===== config.mk =====
export PLATFORM = sky130hd
export DESIGN_NAME = hng_root_step
export DESIGN_NICKNAME = d
export VERILOG_FILES = /design/src/design/hng_pkg.sv /design/src/design/hng_root_step.sv
export SDC_FILE = /design/constraint.sdc
export NUM_CORES = 2
export LEC_CHECK = 0
export BUFFER_PORTS_ARGS = -buffer_cell sky130_fd_sc_hd__buf_2
export CAP_MARGIN = 25
export CELL_PAD_IN_SITES_DETAIL_PLACEMENT = 1
export CELL_PAD_IN_SITES_GLOBAL_PLACEMENT = 1
export CORE_AREA = 2 2 484 486
export DETAILED_ROUTE_END_ITERATION = 16
export DIE_AREA = 0 0 486 488
export GPL_TIMING_DRIVEN = 0
export PLACE_DENSITY_LB_ADDON = 0.1
export RECOVER_POWER = 25
export SLEW_MARGIN = 30
export SYNTH_ARGS = -nofsm -noshare
export SYNTH_HDL_FRONTEND = slang
export SYNTH_SLANG_ARGS = --single-unit

===== constraint.sdc =====
create_clock -name clk -period 9.4 [get_ports clk]
set_input_delay 1.88 -clock clk [delete_from_list [all_inputs] [get_ports clk]]
set_output_delay 1.88 -clock clk [all_outputs]
set_load 0.005 [all_outputs]

===== src/design/hng_pkg.sv =====
// shared types and constants of the heightmap normal generator
`default_nettype none

package hng_pkg;

  localparam int HEIGHT_W          = 8;
  localparam int SCALE_W           = 16;
  localparam int DIM_CFG_W         = 13;
  localparam int COORD_W           = 12;
  localparam int NX_W              = 16;
  localparam int NY_W              = 15;
  localparam int DIFF_W            = HEIGHT_W + 1;
  localparam int PROD_W            = 26;
  localparam int SQ_W              = 48;
  localparam int S_W               = 50;
  localparam int MIN_DIM           = 3;
  localparam int MAX_ROWS          = 4096;
  localparam int DEFAULT_MAX_WIDTH = 4096;
  localparam int DEFAULT_FRAC_BITS = 14;
  localparam int UNIT_SQ           = 65536;

  localparam int CFG_IDX_W  = 2;
  localparam int CFG_DATA_W = 16;

  localparam logic [CFG_IDX_W-1:0] REG_HEIGHT_SCALE = 2'd0;
  localparam logic [CFG_IDX_W-1:0] REG_IMAGE_WIDTH  = 2'd1;
  localparam logic [CFG_IDX_W-1:0] REG_IMAGE_HEIGHT = 2'd2;

  localparam logic [SCALE_W-1:0]   RST_HEIGHT_SCALE = 16'd256;
  localparam logic [DIM_CFG_W-1:0] RST_IMAGE_WIDTH  = 13'd256;
  localparam logic [DIM_CFG_W-1:0] RST_IMAGE_HEIGHT = 13'd256;

  typedef struct packed {
    logic [COORD_W-1:0] column;
    logic [COORD_W-1:0] row;
    logic               interior;
    logic               last;
    logic               neg_x;
    logic               neg_z;
  } meta_t;

  typedef struct packed {
    logic signed [NX_W-1:0] normal_x;
    logic [NY_W-1:0]        normal_y;
    logic signed [NX_W-1:0] normal_z;
    logic [COORD_W-1:0]     column;
    logic [COORD_W-1:0]     row;
    logic                   interior;
    logic                   last;
  } result_t;

endpackage

`default_nettype wire


===== src/design/hng_root_step.sv =====
// one bit of the rounded unit-vector search for all three components
`default_nettype none

module hng_root_step #(
  parameter int FRAC_BITS = hng_pkg::DEFAULT_FRAC_BITS,
  parameter int BIT       = 0,
  localparam int RW       = 2 * FRAC_BITS + 56,
  localparam int QW       = FRAC_BITS + 1
) (
  input  wire logic                  clk,
  input  wire logic                  rst_n,
  input  wire logic                  en,
  input  wire logic                  in_valid,
  input  wire hng_pkg::meta_t        in_meta,
  input  wire logic [hng_pkg::S_W-1:0] in_s,
  input  wire logic signed [RW-1:0]  in_rem  [3],
  input  wire logic signed [RW-1:0]  in_tsum [3],
  input  wire logic [QW-1:0]         in_quo  [3],
  output logic                       out_valid,
  output hng_pkg::meta_t             out_meta,
  output logic [hng_pkg::S_W-1:0]    out_s,
  output logic signed [RW-1:0]       out_rem  [3],
  output logic signed [RW-1:0]       out_tsum [3],
  output logic [QW-1:0]              out_quo  [3]
);
  import hng_pkg::*;

  logic signed [RW-1:0] s_ext;
  logic signed [RW-1:0] trial [3];
  logic                 take  [3];

  // residual p^2 - (2q-1)^2 s, updated when bit BIT of q is tried
  always_comb begin
    s_ext = $signed(RW'(in_s));
    for (int c = 0; c < 3; c++) begin
      trial[c] = in_rem[c] - (in_tsum[c] <<< (BIT + 2)) - (s_ext <<< (2 * BIT + 2));
      take[c]  = !trial[c][RW-1];
    end
  end

  always_ff @(posedge clk) begin
    if (!rst_n) begin
      out_valid <= 1'b0;
    end else if (en) begin
      out_valid <= in_valid;
    end
  end

  always_ff @(posedge clk) begin
    if (en) begin
      out_meta <= in_meta;
      out_s    <= in_s;
      for (int c = 0; c < 3; c++) begin
        if (take[c]) begin
          out_rem[c]  <= trial[c];
          out_tsum[c] <= in_tsum[c] + (s_ext <<< (BIT + 1));
          out_quo[c]  <= in_quo[c] | (QW'(1) << BIT);
        end else begin
          out_rem[c]  <= in_rem[c];
          out_tsum[c] <= in_tsum[c];
          out_quo[c]  <= in_quo[c];
        end
      end
    end
  end

endmodule

`default_nettype wire


==> results.ini <==
[global_route]
grt_pass1_wl_um=416600
track_usage=0.2486
grt_max_degree=83
grt_antenna_before_repair=120
gr-total-overflow=0
grt_pass1_vias=53960

[job]
cap_violations=4

[die]
row_count=177
initial_core_util=0.2342
fp.dieH_um=488
io_pins=1259
dieWidth_um=486
dieArea_um2=237200
core_um2=231900

[clock_network]
cts_setup_buffers=0
tritoncts=done
insertion_delay_ps=720
cts_buffers=89
clock-root-buffer=clkbuf_16
cts_buffer_depth=3
clk_pin_slew_ps=60
cts_htree_levels=3
ctsResizeCount=0
holdBufCountCts=0
clock-sinks=628

[outcome]
outcome=finished with violations
violations=capacitance limit, slew limit

[synth]
ys_top_cells_by_area=edfxtp_1, ha_1, fa_1
synthMuxAreaShare=0.01655
netlist.area_leader.share=0.3468
synth_compound_area_frac=0.1934
synth_xor_area_frac=0.07614
synthAdderAreaFrac=0.1698
synthArstFlopShare=0
syn_area_per_cell_um2=9.133
yosysSeqAreaShare=0.3471
synth_area_um2=54290
yosysTopAreaCell=edfxtp_1
ys_seq_elements=628
synth_flop_cell=edfxtp_1
synth-simple-area-share=0.1365
synth_top_family_by_area=compound AO/OA/AOI/OAI gates
netlist_instances=5945
yosysWarnings=0
ys_types=101
synth_edf_count=627
synth_fp_nets=7221

[drt]
viasPerCell=4.903
drt_wl_total_um=304700
wl_per_cell_um=29.09
initialDrtViolationCount=2776
ant_nets=0
drt-pass1-iter-count=5
drc=0
via_count=51350

[place]
hpwl_um=261600
gp_congestion=0.9246
placed_cells=10260
port_buffers=1258

[sta]
finalMaxSlewViolations=259
hold_violations=0
max_freq_mhz=117.1
grt_setup_unrepaired=no
finalSetupViolations=0
max_slew_margin=-1.749
fin_crit_ps=8538
worstMarginPinSlew_ps=4124
skew_ps=0
min_period_over_period=0.9083

[final_layout]
seqCellArea_um2=18850
syn2layout_area_growth_pct=24.82
multiInputGateArea_um2=32230
fillers=27400
instances_no_fill=10470
layout-drive-gt1-share=0.2096
nNetsFinal=8584

[pwr]
power_mw=13.50
irDropWorstVdd_mv=0.1340
power.leakage_nw=29.98
p_per_area_nw_per_um2=199.3

[worst_setup_path]
critPathArrivalTime_ps=8940
crit_path_start_kind=primary input
worstPathRequired_ps=9800
critPathKind=in -> reg
crit_fanout=11
end_kind=flop

[hold_path]
hp-class=reg -> reg

[cell usage after synthesis, types with 11 or more instances]
library cell,number
nand2b_1,34
nor3_1,75
mux2_2,52
ha_1,492
xnor2_1,271
a21o_1,262
or2_2,18
fa_1,153
and3_1,55
o21a_1,40
edfxtp_1,627
inv_1,608
a221o_1,11
and4_1,14
nor2b_1,41
nor4_1,33
or4_1,13
clkbuf_1,178
nor2_1,258
a21oi_1,462
nand3_1,113
o21ai_1,16
and2_1,35
buf_2,52
a31oi_1,55
o21ai_0,522
o221ai_1,11
o211ai_1,27
xor2_1,201
a2111oi_0,13
a211oi_1,31
mux2i_1,29
nand4_1,130
nand2_1,694
a21boi_0,18
o21bai_1,72
o31ai_1,23
or3_1,26
[cell families after synthesis]
logic type      count (synthesis)
flops                         628
buf+inv                       849
simple gates                 1574
xor+xnor                      472
compound gates               1695
mux                            82
fa+ha+maj                     645
[layout make-up]
| class | count | share of cell area |
|---|---|---|
| multi-input combinational | 4468 | 0.4755 |
| timing repair buffer | 1272 | 0.09547 |
| tap | 3043 | 0.05618 |
| clock buffer | 106 | 0.03380 |
| inverter | 608 | 0.03367 |
| sequential | 628 | 0.2781 |
| buffer | 241 | 0.01495 |
| clock inverter | 57 | 0.01049 |
| antenna | 49 | 0.001809 |
[placed cells by master, fill, tap and decap left out, drive strengths merged, types with 26 or more instances in the layout]
cell       n
clkbuf   333
o21bai    73
nor2b     41
inv      610
nor3      78
a211oi    33
nand2b    34
nor2     258
buf     1285
a31oi     55
or3       26
xnor2    271
nand3    114
nand2    694
o21a      40
nand4    130
mux2      52
ha       492
a21oi    465
clkinv    39
o211ai    28
fa       153
o21ai    538
diode     49
xor2     201
nor4      34
edfxtp   627
a21o     262
and3      56
mux2i     30
and2      35
[registers in the layout, indices dropped and copies added (netlist names)]
name / flops
out_meta: 28
out_quo: 45
out_rem: 252
out_s: 50
out_tsum: 252
out_valid: 1
[worst paths after layout]
kind	startpoint	to	slack [ps]	depth (start not counted)
max reg2reg	out_valid$_SDFFE_PN0P_	out_valid$_SDFFE_PN0P_	8810	2
min	out_valid$_SDFFE_PN0P_	out_valid$_SDFFE_PN0P_	530	2
max	in_s[49]	out_tsum[188]$_DFFE_PP_	860	19
min reg2reg	out_valid$_SDFFE_PN0P_	out_valid$_SDFFE_PN0P_	530	2
[layer usage]
| layer | up-vias | track usage | part of all wire |
|---|---|---|---|
| met1 | 25420 | 0.3109 | 0.43 |
| met3 | 437 | 0.04629 | 0.057 |
| met5 | - | 0 | 0.00060 |
| met4 | 26 | 0.09698 | 0.044 |
| li1 | 24030 | - | - |
| met2 | 1435 | 0.4212 | 0.47 |
[critical path: stages]
cell,delay (ps)
clkbuf_1,910
inv_1,700
fa_1,590
ha_1,290
buf_2,170
a21oi_1,370
o21bai_1,160
a21oi_1,180
o21a_1,140
o221ai_1,190
nor3_1,370
a2bb2oi_4,160
mux2i_4,250
nand2_1,530
buf_4,390
buf_2,530
buf_2,620
nand2_1,100
o21ai_0,350
[stage by stage]
stage,TNS (ps),setup WS [ps],util,instance area [um^2],hold WS (ps)
4_1_cts,0,1104,0.2923,67780,535.6
3_5_place_dp,0,322.0,0.2794,64780,519.4
3_3_place_gp,-3124350,-5270,0.2777,64400,496.3
5_1_grt,0,516.5,0.2920,67720,579.4
6_report,0,862.1,0.2923,67770,527.3
2_1_floorplan,0,3622,-,54290,507.3
[power breakdown]
| group | switching [mW] | internal (mW) | leakage, nW |
|---|---|---|---|
| clock | 1.55 | 2.08 | 1.45 |
| combinational | 3.88 | 2.02 | 22.4 |
| sequential | 0.164 | 3.81 | 6.13 |
| total | 5.59 | 7.91 | 30.0 |
Note: power is estimated with default switching activity, not from simulation.
